===== src/rtl/core/assert_macros.svh =====
// ----------------------------------------------------------------------------
// assert_macros.svh
// Assertion helpers shared by the lease guard modules. Each macro samples on
// clk and is disabled while rst_n is low.
// ----------------------------------------------------------------------------
`ifndef ASSERT_MACROS_SVH
`define ASSERT_MACROS_SVH

// Same-cycle implication
`define CLG_ASSERT_IMPL(label, ante, cons, msg) \
  label: assert property (@(posedge clk) disable iff (!rst_n) (ante) |-> (cons)) \
    else $error(msg);

// Next-cycle implication
`define CLG_ASSERT_NEXT(label, ante, cons, msg) \
  label: assert property (@(posedge clk) disable iff (!rst_n) (ante) |=> (cons)) \
    else $error(msg);

`endif


===== src/rtl/core/clg_pkg.sv =====
// ----------------------------------------------------------------------------
// clg_pkg
// Shared types, command codes, constants, token helpers and a wrap-safe time compare.
// ----------------------------------------------------------------------------
package clg_pkg;

  // Field widths
  localparam int unsigned TOKEN_W   = 64;
  localparam int unsigned TIME_W    = 32;
  localparam int unsigned CMD_W     = 3;
  localparam int unsigned MODE_W    = 3;
  localparam int unsigned AXES_W    = 64;
  localparam int unsigned IN_DATA_W  = 328;
  localparam int unsigned OUT_DATA_W = 200;
  localparam int unsigned CFG_IDX_W = 1;

  // Token and axis layout
  localparam int unsigned TOKEN_BYTES = 8;
  localparam int unsigned TOKEN_MAX_BYTES = 8;
  localparam int unsigned AXIS_BITS = 16;
  localparam int unsigned SLOT_BITS = 16;
  localparam int unsigned LANES     = 4;
  localparam logic [SLOT_BITS-1:0] LANE_MASK =
    SLOT_BITS'((17'(1) << AXIS_BITS) - 17'(1));
  localparam logic signed [AXIS_BITS-1:0] AXIS_ONE =
    AXIS_BITS'(1) << (AXIS_BITS - 2);
  localparam logic signed [AXIS_BITS-1:0] AXIS_NEG_ONE = -AXIS_ONE;

  // Register indexes and reset values
  localparam logic [CFG_IDX_W-1:0] REG_MAX_LEASE     = 1'd0;
  localparam logic [CFG_IDX_W-1:0] REG_FRAME_TIMEOUT = 1'd1;
  localparam logic [TIME_W-1:0] MAX_LEASE_RST     = 32'd30000;
  localparam logic [TIME_W-1:0] FRAME_TIMEOUT_RST = 32'd500;

  // Command codes
  localparam logic [CMD_W-1:0] CMD_GRANT   = 3'd0;
  localparam logic [CMD_W-1:0] CMD_RELEASE = 3'd1;
  localparam logic [CMD_W-1:0] CMD_FRAME   = 3'd2;
  localparam logic [CMD_W-1:0] CMD_NEUTRAL = 3'd3;
  localparam logic [CMD_W-1:0] CMD_TICK    = 3'd4;

  typedef struct packed {
    logic [CMD_W-1:0]   cmd;
    logic [TOKEN_W-1:0] token;
    logic [TIME_W-1:0]  now_ms;
    logic [TIME_W-1:0]  lease_ms;
    logic [TIME_W-1:0]  sequence_req;
    logic [MODE_W-1:0]  mode;
    logic [AXES_W-1:0]  axes_low;
    logic [AXES_W-1:0]  axes_high;
    logic [TIME_W-1:0]  quoted_timeout_ms;
    logic               prereq_ok;
  } item_t;

  // Packed so that accepted lands in bit 0 of the result word
  typedef struct packed {
    logic [TIME_W-1:0] lease_left_ms;
    logic [TIME_W-1:0] frame_age_ms;
    logic [AXES_W-1:0] snap_axes_high;
    logic [AXES_W-1:0] snap_axes_low;
    logic [MODE_W-1:0] snap_mode;
    logic              deadman;
    logic              snap_active;
    logic              authority;
    logic              accepted;
  } result_t;

  typedef struct packed {
    logic [TIME_W-1:0] max_lease_ms;
    logic [TIME_W-1:0] frame_timeout_ms;
  } cfg_t;

  // Cut a token at its first zero byte
  function automatic logic [TOKEN_W-1:0] norm_token(input logic [TOKEN_W-1:0] t);
    logic [TOKEN_W-1:0] r;
    logic               alive;
    r     = '0;
    alive = 1'b1;
    for (int i = 0; i < TOKEN_MAX_BYTES; i++) begin
      alive = alive && (t[8*i +: 8] != 8'd0);
      if (alive) r[8*i +: 8] = t[8*i +: 8];
    end
    return r;
  endfunction

  // Number of leading nonzero bytes
  function automatic logic [3:0] token_len(input logic [TOKEN_W-1:0] t);
    logic [3:0] len;
    logic       alive;
    len   = '0;
    alive = 1'b1;
    for (int i = 0; i < TOKEN_MAX_BYTES; i++) begin
      alive = alive && (t[8*i +: 8] != 8'd0);
      if (alive) len = len + 4'd1;
    end
    return len;
  endfunction

  // Wrap-safe "now is before deadline"
  function automatic logic is_before(input logic [TIME_W-1:0] now_t,
                                     input logic [TIME_W-1:0] deadline);
    logic [TIME_W-1:0] d;
    d = deadline - now_t;
    return (d != '0) && !d[TIME_W-1];
  endfunction

endpackage


===== src/rtl/core/clg_lane_check.sv =====
// ----------------------------------------------------------------------------
// clg_lane_check
// Range check of four Q1.14 axis lanes against +-1, with each lane masked
// to its axis width for storage.
// ----------------------------------------------------------------------------
module clg_lane_check (
  input  logic [clg_pkg::AXES_W-1:0] lane_word,
  output logic                       lanes_ok,
  output logic [clg_pkg::AXES_W-1:0] lane_masked
);

  logic [clg_pkg::SLOT_BITS-1:0]        slot;
  logic signed [clg_pkg::AXIS_BITS-1:0] val;

  // Lanes are independent: check and mask each one
  always_comb begin
    lanes_ok    = 1'b1;
    lane_masked = '0;
    slot        = '0;
    val         = '0;
    for (int i = 0; i < clg_pkg::LANES; i++) begin
      slot = lane_word[i*clg_pkg::SLOT_BITS +: clg_pkg::SLOT_BITS] & clg_pkg::LANE_MASK;
      val  = slot[clg_pkg::AXIS_BITS-1:0];
      if (val < clg_pkg::AXIS_NEG_ONE || val > clg_pkg::AXIS_ONE) lanes_ok = 1'b0;
      lane_masked[i*clg_pkg::SLOT_BITS +: clg_pkg::SLOT_BITS] = slot;
    end
  end

endmodule


===== src/rtl/core/clg_core.sv =====
// ----------------------------------------------------------------------------
// clg_core
// Lease and snapshot state with the per-command decision logic. One word is
// evaluated per cycle when fire is high; the result reflects the new state.
// ----------------------------------------------------------------------------
`include "assert_macros.svh"

module clg_core (
  input  logic             clk,
  input  logic             rst_n,
  input  logic             fire,
  input  clg_pkg::item_t   item,
  input  clg_pkg::cfg_t    cfg,
  output clg_pkg::result_t res
);

  // State registers
  logic                        held_r, held_nxt;
  logic [clg_pkg::TOKEN_W-1:0] held_token_r, held_token_nxt;
  logic [clg_pkg::TIME_W-1:0]  expiry_r, expiry_nxt;
  logic [clg_pkg::TIME_W-1:0]  last_frame_r, last_frame_nxt;
  logic                        frame_seen_r, frame_seen_nxt;
  logic                        seq_valid_r, seq_valid_nxt;
  logic [clg_pkg::TIME_W-1:0]  last_seq_r, last_seq_nxt;
  logic                        snap_active_r, snap_active_nxt;
  logic                        deadman_r, deadman_nxt;
  logic [clg_pkg::MODE_W-1:0]  snap_mode_r, snap_mode_nxt;
  logic [clg_pkg::AXES_W-1:0]  snap_lo_r, snap_lo_nxt;
  logic [clg_pkg::AXES_W-1:0]  snap_hi_r, snap_hi_nxt;

  logic                        acc;
  logic                        lo_ok, hi_ok;
  logic [clg_pkg::AXES_W-1:0]  lo_masked, hi_masked;
  logic [clg_pkg::TOKEN_W-1:0] tok_norm;
  logic [3:0]                  tok_len;
  logic                        tok_match;
  logic                        unexpired;
  logic                        seq_fresh;
  logic [clg_pkg::TIME_W-1:0]  idle_age;
  logic [clg_pkg::TIME_W-1:0]  age_nxt;
  logic [clg_pkg::TIME_W-1:0]  left_nxt;

  clg_lane_check u_lane_lo (
    .lane_word   (item.axes_low),
    .lanes_ok    (lo_ok),
    .lane_masked (lo_masked)
  );

  clg_lane_check u_lane_hi (
    .lane_word   (item.axes_high),
    .lanes_ok    (hi_ok),
    .lane_masked (hi_masked)
  );

  // Common checks
  assign tok_norm  = clg_pkg::norm_token(item.token);
  assign tok_len   = clg_pkg::token_len(item.token);
  assign tok_match = held_r && (tok_norm == held_token_r);
  assign unexpired = clg_pkg::is_before(item.now_ms, expiry_r);
  assign seq_fresh = !seq_valid_r || (item.sequence_req > last_seq_r);
  assign idle_age  = item.now_ms - last_frame_r;

  // Command decode and next state
  always_comb begin
    held_nxt        = held_r;
    held_token_nxt  = held_token_r;
    expiry_nxt      = expiry_r;
    last_frame_nxt  = last_frame_r;
    frame_seen_nxt  = frame_seen_r;
    seq_valid_nxt   = seq_valid_r;
    last_seq_nxt    = last_seq_r;
    snap_active_nxt = snap_active_r;
    deadman_nxt     = deadman_r;
    snap_mode_nxt   = snap_mode_r;
    snap_lo_nxt     = snap_lo_r;
    snap_hi_nxt     = snap_hi_r;
    acc             = 1'b0;
    if (fire) begin
      case (item.cmd)
        clg_pkg::CMD_GRANT: begin
          if (!held_r && tok_len != 4'd0 && tok_len <= 4'(clg_pkg::TOKEN_BYTES) &&
              item.lease_ms != '0 && item.lease_ms <= cfg.max_lease_ms) begin
            held_token_nxt  = tok_norm;
            held_nxt        = 1'b1;
            expiry_nxt      = item.now_ms + item.lease_ms;
            last_frame_nxt  = item.now_ms;
            frame_seen_nxt  = 1'b0;
            seq_valid_nxt   = 1'b0;
            last_seq_nxt    = '0;
            snap_active_nxt = 1'b0;
            deadman_nxt     = 1'b0;
            snap_mode_nxt   = '0;
            snap_lo_nxt     = '0;
            snap_hi_nxt     = '0;
            acc             = 1'b1;
          end
        end
        clg_pkg::CMD_RELEASE: begin
          if (tok_match) begin
            held_nxt        = 1'b0;
            held_token_nxt  = '0;
            expiry_nxt      = '0;
            frame_seen_nxt  = 1'b0;
            last_frame_nxt  = '0;
            seq_valid_nxt   = 1'b0;
            last_seq_nxt    = '0;
            snap_active_nxt = 1'b0;
            deadman_nxt     = 1'b0;
            snap_mode_nxt   = '0;
            snap_lo_nxt     = '0;
            snap_hi_nxt     = '0;
            acc             = 1'b1;
          end
        end
        clg_pkg::CMD_FRAME: begin
          if (tok_match && unexpired && item.quoted_timeout_ms == cfg.frame_timeout_ms &&
              seq_fresh && lo_ok && hi_ok) begin
            snap_active_nxt = 1'b1;
            deadman_nxt     = 1'b1;
            snap_mode_nxt   = item.mode;
            snap_lo_nxt     = lo_masked;
            snap_hi_nxt     = hi_masked;
            frame_seen_nxt  = 1'b1;
            last_frame_nxt  = item.now_ms;
            last_seq_nxt    = item.sequence_req;
            seq_valid_nxt   = 1'b1;
            acc             = 1'b1;
          end
        end
        clg_pkg::CMD_NEUTRAL: begin
          // Neutralize while held: snapshot zero but active
          if (held_r) begin
            snap_active_nxt = 1'b1;
            deadman_nxt     = 1'b0;
            snap_mode_nxt   = '0;
            snap_lo_nxt     = '0;
            snap_hi_nxt     = '0;
            frame_seen_nxt  = 1'b1;
            last_frame_nxt  = item.now_ms;
          end
        end
        clg_pkg::CMD_TICK: begin
          if (held_r) begin
            if (!item.prereq_ok || !unexpired) begin
              // Revoke
              held_nxt        = 1'b0;
              held_token_nxt  = '0;
              expiry_nxt      = '0;
              frame_seen_nxt  = 1'b0;
              last_frame_nxt  = '0;
              seq_valid_nxt   = 1'b0;
              last_seq_nxt    = '0;
              snap_active_nxt = 1'b0;
              deadman_nxt     = 1'b0;
              snap_mode_nxt   = '0;
              snap_lo_nxt     = '0;
              snap_hi_nxt     = '0;
            end else if (frame_seen_r && idle_age > cfg.frame_timeout_ms) begin
              // Stale snapshot: neutralize
              snap_active_nxt = 1'b1;
              deadman_nxt     = 1'b0;
              snap_mode_nxt   = '0;
              snap_lo_nxt     = '0;
              snap_hi_nxt     = '0;
              frame_seen_nxt  = 1'b1;
              last_frame_nxt  = item.now_ms;
            end
          end
        end
        default: begin
        end
      endcase
    end
  end

  // Status after the update
  assign age_nxt  = item.now_ms - last_frame_nxt;
  assign left_nxt = expiry_nxt - item.now_ms;

  always_comb begin
    res.accepted       = acc;
    res.authority      = held_nxt;
    res.snap_active    = snap_active_nxt;
    res.deadman        = deadman_nxt;
    res.snap_mode      = snap_mode_nxt;
    res.snap_axes_low  = snap_lo_nxt;
    res.snap_axes_high = snap_hi_nxt;
    res.frame_age_ms   = frame_seen_nxt ? age_nxt : '0;
    res.lease_left_ms  = (held_nxt && left_nxt != '0 && !left_nxt[clg_pkg::TIME_W-1]) ?
                         left_nxt : '0;
  end

  // State update
  always_ff @(posedge clk) begin
    if (!rst_n) begin
      held_r        <= 1'b0;
      held_token_r  <= '0;
      expiry_r      <= '0;
      last_frame_r  <= '0;
      frame_seen_r  <= 1'b0;
      seq_valid_r   <= 1'b0;
      last_seq_r    <= '0;
      snap_active_r <= 1'b0;
      deadman_r     <= 1'b0;
      snap_mode_r   <= '0;
      snap_lo_r     <= '0;
      snap_hi_r     <= '0;
    end else begin
      held_r        <= held_nxt;
      held_token_r  <= held_token_nxt;
      expiry_r      <= expiry_nxt;
      last_frame_r  <= last_frame_nxt;
      frame_seen_r  <= frame_seen_nxt;
      seq_valid_r   <= seq_valid_nxt;
      last_seq_r    <= last_seq_nxt;
      snap_active_r <= snap_active_nxt;
      deadman_r     <= deadman_nxt;
      snap_mode_r   <= snap_mode_nxt;
      snap_lo_r     <= snap_lo_nxt;
      snap_hi_r     <= snap_hi_nxt;
    end
  end

  // Snapshot and frame tracking only exist under a lease
  `CLG_ASSERT_IMPL(a_idle_clean, !held_r, !snap_active_r && !frame_seen_r && !seq_valid_r,
    "snapshot or frame state present without a lease")
  `CLG_ASSERT_IMPL(a_deadman_active, deadman_r, snap_active_r,
    "deadman set on an inactive snapshot")
  `CLG_ASSERT_IMPL(a_active_seen, snap_active_r, frame_seen_r,
    "active snapshot without frame tracking")
  `CLG_ASSERT_NEXT(a_grant_holds, fire && item.cmd == clg_pkg::CMD_GRANT && acc,
    held_r && !frame_seen_r, "accepted grant did not take the lease")

endmodule


===== src/rtl/core/control_lease_guard.sv =====
// ----------------------------------------------------------------------------
// control_lease_guard
// Guard for a leased manual-control channel: grant, release, frame, neutral
// and tick commands, one status word out per command word in.
//   Command words enter on the in_ stream; in_tuser carries the command code
//   and in_tdata the operands. Each accepted word yields exactly one status
//   word on the out_ stream, in order.
//   An accepted word passes through one input register, then the
//   lease/snapshot decision logic feeding the output register, which drives
//   out_tvalid. Throughput is one word per cycle while out_tready stays high;
//   the lease state is updated as a word moves from the input register to the
//   output register, so the next word already sees it.
//   When the receiver stalls, the output register holds its word and the
//   input register can still take one more word; in_tready drops only when
//   both are full.
//   Reset (rst_n low, synchronous) drops the lease, clears the snapshot and
//   both stages, and loads max_lease_ms = 30000 and frame_timeout_ms = 500.
//   Configuration writes (cfg_wr_en) take effect on the next cycle and are
//   meant to occur while no command word is in flight.
// ----------------------------------------------------------------------------
`include "assert_macros.svh"

module control_lease_guard (
  input  logic                              clk,
  input  logic                              rst_n,
  // Command stream
  input  logic                              in_tvalid,
  output logic                              in_tready,
  // tdata, low bit up: token(64) now_ms(32) lease_ms(32) sequence_req(32) mode(3)
  //   axes_low(64) axes_high(64) quoted_timeout_ms(32) prereq_ok(1) pad(4)
  input  logic [clg_pkg::IN_DATA_W-1:0]     in_tdata,
  // tuser: cmd(3)
  input  logic [clg_pkg::CMD_W-1:0]         in_tuser,
  // Status stream
  output logic                              out_tvalid,
  input  logic                              out_tready,
  // tdata, low bit up: accepted(1) authority(1) snap_active(1) deadman(1)
  //   snap_mode(3) snap_axes_low(64) snap_axes_high(64) frame_age_ms(32)
  //   lease_left_ms(32) pad(1)
  output logic [clg_pkg::OUT_DATA_W-1:0]    out_tdata,
  // Configuration write port
  input  logic                              cfg_wr_en,
  input  logic [clg_pkg::CFG_IDX_W-1:0]     cfg_index,
  input  logic [clg_pkg::TIME_W-1:0]        cfg_wdata
);

  logic             s1_valid_r, s1_valid_nxt;
  clg_pkg::item_t   s1_item_r;
  clg_pkg::item_t   in_item;
  logic             out_valid_r, out_valid_nxt;
  clg_pkg::result_t out_res_r;
  clg_pkg::result_t core_res;
  clg_pkg::cfg_t    cfg_r;
  logic             advance;
  logic             fire;

  // Unpack the incoming word
  always_comb begin
    in_item.cmd               = in_tuser;
    in_item.token             = in_tdata[63:0];
    in_item.now_ms            = in_tdata[95:64];
    in_item.lease_ms          = in_tdata[127:96];
    in_item.sequence_req      = in_tdata[159:128];
    in_item.mode              = in_tdata[162:160];
    in_item.axes_low          = in_tdata[226:163];
    in_item.axes_high         = in_tdata[290:227];
    in_item.quoted_timeout_ms = in_tdata[322:291];
    in_item.prereq_ok         = in_tdata[323];
  end

  // Pipeline flow control
  assign advance   = !out_valid_r || out_tready;
  assign fire      = s1_valid_r && advance;
  assign in_tready = !s1_valid_r || advance;

  always_comb begin
    s1_valid_nxt = s1_valid_r;
    if (in_tready) s1_valid_nxt = in_tvalid;
    out_valid_nxt = out_valid_r;
    if (fire) out_valid_nxt = 1'b1;
    else if (out_tready) out_valid_nxt = 1'b0;
  end

  always_ff @(posedge clk) begin
    if (!rst_n) begin
      s1_valid_r  <= 1'b0;
      out_valid_r <= 1'b0;
    end else begin
      s1_valid_r  <= s1_valid_nxt;
      out_valid_r <= out_valid_nxt;
    end
  end

  // Payload registers
  always_ff @(posedge clk) begin
    if (in_tvalid && in_tready) s1_item_r <= in_item;
    if (fire) out_res_r <= core_res;
  end

  // Configuration registers
  always_ff @(posedge clk) begin
    if (!rst_n) begin
      cfg_r.max_lease_ms     <= clg_pkg::MAX_LEASE_RST;
      cfg_r.frame_timeout_ms <= clg_pkg::FRAME_TIMEOUT_RST;
    end else if (cfg_wr_en) begin
      case (cfg_index)
        clg_pkg::REG_MAX_LEASE:     cfg_r.max_lease_ms     <= cfg_wdata;
        clg_pkg::REG_FRAME_TIMEOUT: cfg_r.frame_timeout_ms <= cfg_wdata;
        default: begin
        end
      endcase
    end
  end

  clg_core u_core (
    .clk   (clk),
    .rst_n (rst_n),
    .fire  (fire),
    .item  (s1_item_r),
    .cfg   (cfg_r),
    .res   (core_res)
  );

  assign out_tvalid = out_valid_r;
  assign out_tdata  = {1'b0, out_res_r};

  // A result only appears after a word left the input register
  `CLG_ASSERT_IMPL(a_out_from_s1, $rose(out_valid_r), $past(s1_valid_r),
    "output word without a preceding input word")
  // A blocked input word stays put
  `CLG_ASSERT_NEXT(a_s1_hold, s1_valid_r && !advance,
    s1_valid_r && $stable(s1_item_r), "blocked input word changed")

endmodule


===== config.mk =====
export PLATFORM = sky130hd
export DESIGN_NAME = control_lease_guard
export DESIGN_NICKNAME = d
export VERILOG_FILES = /design/src/rtl/core/clg_pkg.sv /design/src/rtl/core/clg_lane_check.sv /design/src/rtl/core/clg_core.sv /design/src/rtl/core/control_lease_guard.sv
export VERILOG_INCLUDE_DIRS = /design/src /design/src/rtl/core
export SDC_FILE = /design/constraint.sdc
export NUM_CORES = 2
export LEC_CHECK = 0
export ABC_CLOCK_PERIOD_IN_PS = 68300
export BUFFER_PORTS_ARGS = -buffer_cell sky130_fd_sc_hd__buf_2
export CAP_MARGIN = 20
export CORE_MARGIN = 4
export CORE_UTILIZATION = 50
export CTS_BUF_LIST = sky130_fd_sc_hd__clkbuf_8
export CTS_CLUSTER_SIZE = 8
export DETAILED_ROUTE_END_ITERATION = 12
export GPL_ROUTABILITY_DRIVEN = 1
export PLACE_DENSITY = 0.7
export SLEW_MARGIN = 10
export SYNTH_ARGS = -nofsm -noshare
export SYNTH_HDL_FRONTEND = slang
export SYNTH_HIERARCHICAL = 1
export SYNTH_SLANG_ARGS = --single-unit

===== constraint.sdc =====
create_clock -name clk -period 68.3 [get_ports clk]
set_clock_uncertainty 0.05 [all_clocks]
set_input_delay 17.075 -clock clk [delete_from_list [all_inputs] [get_ports clk]]
set_output_delay 17.075 -clock clk [all_outputs]
set_load 0.1 [all_outputs]

**Word-level counts from Yosys, hierarchy flattened**

Index checks and enable logic that the tools add are counted.

- Flip-flop bits (word level): 888
- Bits of input ports: 369
- Output and inout port bits: 202
- Logic and storage cells: 264

- $add $sub $neg: 12
- $lt $le $gt $ge: 20
- Eq/ne operators: 11
- Muxes and demuxes: 122
- Bitwise gates (word level): 1
- Reduce and logical (&&, ||, !) cells: 63

Operator list:

| operator | number |
|---|---|
| $mux W64 | 20 |
| $pmux W64 S5 | 2 |
| $mux W32 | 18 |
| $pmux W64 S3 | 1 |
| $pmux W32 S5 | 1 |
| $gt A16 B16 Y1 const B | 8 |
| $lt A16 B15 Y1 const B | 8 |
| $pmux W32 S4 | 1 |
| $sub A32 B32 Y32 | 4 |
| $pmux W32 S3 | 1 |
| $reduce_bool A32 Y1 | 3 |
| $eq A64 B64 Y1 | 1 |
| $gt A32 B32 Y1 | 2 |
| $mux W8 | 8 |
| $reduce_bool A8 Y1 | 8 |
| $mux W1 | 48 |
| $add A32 B32 Y32 | 1 |
| $eq A32 B32 Y1 | 1 |
| $le A32 B32 Y1 | 1 |
| $mux W4 | 7 |
| $add A4 B1 Y4 const B | 6 |
| $mux W3 | 8 |
| $logic_and A1 B1 Y1 | 23 |
| $pmux W1 S5 | 3 |
| other kinds (19) | 45 |

**Depth between registers and ports, before layout**

- Depth in word-level cells: 28
- Mapped depth: 48

**Cells and area by module**

Netlist, hierarchy kept.

Modules (own cells, without submodules):

| module | instances | cells an instance | area an instance (um^2) | seq. area each (um^2) |
|---|---|---|---|---|
| clg_core | 1 | 3,382 | 26,055.0 | 5,925.7 |
| control_lease_guard | 1 | 796 | 18,418.9 | 17,116.4 |
| clg_lane_check | 2 | 95 | 670.6 | 0.0 |

**Worst setup path after synthesis**

No wires, ideal clock.

- Path kind: input -> output
- From: in out_tready
- To: out in_tready
- Arrival time: 17.887 ns
- Required time: 51.175 ns
- Slack: 33.288 ns
- Cell stages on the path: 1
- Cell sequence: nand3b_1

- Longest elaborated chain between the ends: 2

RTL lines:

| element | RTL line | RTL |
|---|---|---|
| start: declaration | control_lease_guard.sv:36 | `input logic out_tready,` |
| $logic_or A1 B1 Y1 | control_lease_guard.sv:72 | `assign advance = !out_valid_r \|\| out_tready;` |
| $logic_or A1 B1 Y1 | control_lease_guard.sv:74 | `assign in_tready = !s1_valid_r \|\| advance;` |
| end: declaration | control_lease_guard.sv:28 | `output logic in_tready,` |

No other way between the ends.

**Worst setup path after layout**

Ends and elaborated chain as after synthesis.

==> results.toml <==
[clocking]
clock_latency_ns = 0.86
post_cts.repair.setup_buffers = 0
clkSinkCount = 888
cts-resized-gates = 0
root_buffer = "clkbuf_8"
cts_buffers = 152
h-tree-depth = 4
clkSlewWorstSetupHoldPaths_ns = 0.05
ctsHoldBuffers = 0
max-clock-path-buffers = 3
cts_tree = "yes"

[global_route]
grt_max_degree = 140
grt_pass1_vias = 33700
antenna_found_initial = 11
grt_first_pass_wirelength_mm = 202
track_usage_pct = 26.8
overflow = 0

[setup_path]
reg2reg_slack_ns = 56.99
cp-start-kind = "input pin"
critPathMaxFanout = 2
reg2reg_from = "s1_item_r[261]$_DFFE_PP_"
endpoint_kind = "primary output"
criticalPathCategory = "in2out"
crit_path_cell_trace = "buf_2, nand3b_1, buf_2"
endpoint = "in_tready"
cp_slowest_cell = "buf_2"
required_ns = 51.17
slowest_delay_ns = 0.43
rr_worst_depth = 40
arrival_ns = 17.71
startpoint = "out_tready"
crit_top_cell = "buf_2"
r2r_end = "out_tdata[197]$_DFFE_PP_"

[hold_path]
hold_path.class = "reg2reg"

[power]
ir_drop_v = 0.0000171
p_seq_share_pct = 48.4
power.switching_mw = 0.360
internal-power_mw = 0.893
power.density_nw_per_um2 = 24.2
p_clk_share_pct = 38.2
combPwrFrac_pct = 13.4
switching_share_pct = 28.7
p_leak_nw = 20.7

[floorplan]
die_x_um = 311
io_pins = 571
die_area_um2 = 96500
core_area_um2 = 90400
initial_core_util_pct = 50.7
die_y_um = 311
fp-row-count = 110

[timing]
rsz0062_at_grt = "no"
report.final.setup_viol = 0
period_share_pct = 51.0
worst_slew_pin_slew_ns = 1.11
relSlewSlack_pct = 25.7
fin_setup_tns_ns = 0
fmax_mhz = 28.7
finalHoldViolCount = 0
drv_slew = 0
final.min_clock_period_ns = 34.83

[place]
portBuffers = 565
dp_hpwl_mm = 98.5
gp_congestion = 0.943

[synthesis]
ys_warn_count = 6
ys_seq_elements = 888
syn-cell-area_um2 = 45800
yosysSeqAreaShare_pct = 50.3
synth_edf_count = 526
netlist_instances = 4368
synth-async-reset-ratio_pct = 0
synth.net_count = 4998
yosys_most_used_dff = "edfxtp_1"
yosysUniqueCellTypes = 104
syn_avg_cell_area_um2 = 10.5

[finish]
fin_nets = 5447
fillers = 7830
drive_above_1_share_pct = 17.8
syn2layout_area_growth_pct = 12.8
final_util_pct = 57.2

[routing]
drcViolationCount = 0
firstDrtPassIters = 6
wl_per_cell_um = 21.9
wl_mm = 134
drt_iter0_markers = 3586
antenna_left = 0
viasPerCell = 5.77
routed-via-count = 35300

[job]
cap_viol_max_count = 0

[status]
status = "finished clean"
## final cells by class
cell class	instances	area [µm²]	area share, %
Timing Repair Buffer	602	3160	6.11
Clock inverter	105	651	1.26
Sequential cell	888	23000	44.6
Multi-Input combinational cell	2924	20000	38.7
Antenna cell	10	25.0	0.0484
Clock buffer	173	2380	4.61
Inverter	249	935	1.81
Tap cell	1176	1470	2.85
## cell families (layout without fill, tap and decap cells)
logic type      after synthesis  after routing  synth area share, %
simple gates               1435           1435                 16.5
fa+ha+maj                   261            261                 7.21
xor+xnor                    163            163                 3.12
compound gates             1003           1003                 15.4
flops                       888            888                 50.3
other cells                   2             12               0.0164
mux                          60             60                 1.31
buf+inv                     556           1129                 6.14
## layer usage
metal / wire, µm / GRT usage, % / vias up / part of all wire, %
met5: 38 / 0 / - / 0.028
met4: 5660 / 11.4 / 6 / 4.2
met3: 10700 / 5.61 / 286 / 7.9
met2: 60400 / 41.9 / 1520 / 45
met1: 57600 / 36.3 / 16800 / 43
li1: - / - / 16800 / -
## state kept, by name, indices dropped and copies added (netlist names), 3 cells and up
signal / flops
s1_item_r: 327
u_core/last_frame_r: 32
cfg_r: 64
u_core/last_seq_r: 32
u_core/snap_hi_r: 64
u_core/snap_lo_r: 64
out_tdata: 199
u_core/held_token_r: 64
u_core/expiry_r: 32
u_core/snap_mode_r: 3
## cell usage after synthesis (all sizes together) (103+ instances only)
library cell | n | area (µm²)
nand2 | 366 | 1380
nor2 | 232 | 871
inv | 249 | 935
a21oi | 191 | 956
dfxtp | 362 | 7250
and2 | 198 | 1240
clkbuf | 103 | 392
a22o | 133 | 1160
o21ai | 177 | 886
edfxtp | 526 | 15800
nor2b | 110 | 688
nand3 | 115 | 581
buf | 204 | 1490
ha | 256 | 3200
## power by group through the flow
| stage | combinational (mW) | clock [mW] | sequential, mW |
|---|---|---|---|
| 6_report | 0.168 | 0.478 | 0.606 |
| 2_1_floorplan | 0.0866 | 0 | 0.657 |
| 3_5_place_dp | 0.166 | 0 | 0.617 |
| 4_1_cts | 0.167 | 0.490 | 0.606 |
| 5_1_grt | 0.181 | 0.517 | 0.608 |
| 3_3_place_gp | 0.164 | 0 | 0.617 |
## cell usage in the layout (no fill, tap or decap), types with 38 or more instances in the layout
master and count:
o21ai_0 169, nor2b_1 108, nand2_1 365, a21oi_1 190, inv_1 316, a22o_1 133, a22oi_1 42, dfxtp_1 362
nand3_1 114, xnor2_1 83, nor4_1 63, nor3_1 63, nand4_1 68, buf_2 564, clkbuf_8 173, edfxtp_1 526
ha_1 256, nand2b_1 43, nor2_1 232, and2_1 197, o21a_1 38, a21boi_0 77, a21o_1 74, and3_1 38
xor2_1 80, mux2i_1 60
## worst min path at each step
stage | startpoint | endpoint | slack [ns] | cells past startpoint
2_1_floorplan | cfg_r[33]$_SDFFE_PN0P_ | cfg_r[33]$_SDFFE_PN0P_ | 0.38 | 2
3_3_place_gp | cfg_r[35]$_SDFFE_PN0P_ | cfg_r[35]$_SDFFE_PN0P_ | 0.39 | 2
3_5_place_dp | cfg_r[59]$_SDFFE_PN0P_ | cfg_r[59]$_SDFFE_PN0P_ | 0.40 | 2
4_1_cts | cfg_r[38]$_SDFFE_PN0P_ | cfg_r[38]$_SDFFE_PN0P_ | 0.41 | 2
5_1_grt | cfg_r[55]$_SDFFE_PN0P_ | cfg_r[55]$_SDFFE_PN0P_ | 0.43 | 2
6_report | cfg_r[53]$_SDFFE_PN0P_ | cfg_r[53]$_SDFFE_PN0P_ | 0.41 | 2
## through the flow
stage / std cells / total power, mW / instance area (µm²) / hold slack [ns] / setup slack [ns]
finish: 6127 / 1.25 / 51700 / 0.409 / 33.47
global route: 6127 / 1.31 / 51700 / 0.428 / 33.43
CTS: 6115 / 1.26 / 51600 / 0.412 / 33.46
detailed placement: 5837 / 0.783 / 48600 / 0.403 / 33.46
global placement: 5836 / 0.781 / 48600 / 0.394 / 33.47
floorplan: 4368 / 0.744 / 45800 / 0.385 / 33.29
## worst max-delay path: cells and delay by family
family	cells	cell delay, ns
buffers and inverters	2	0.52
AND/OR/NAND/NOR	1	0.11
Power figures use the tool's default switching activity.
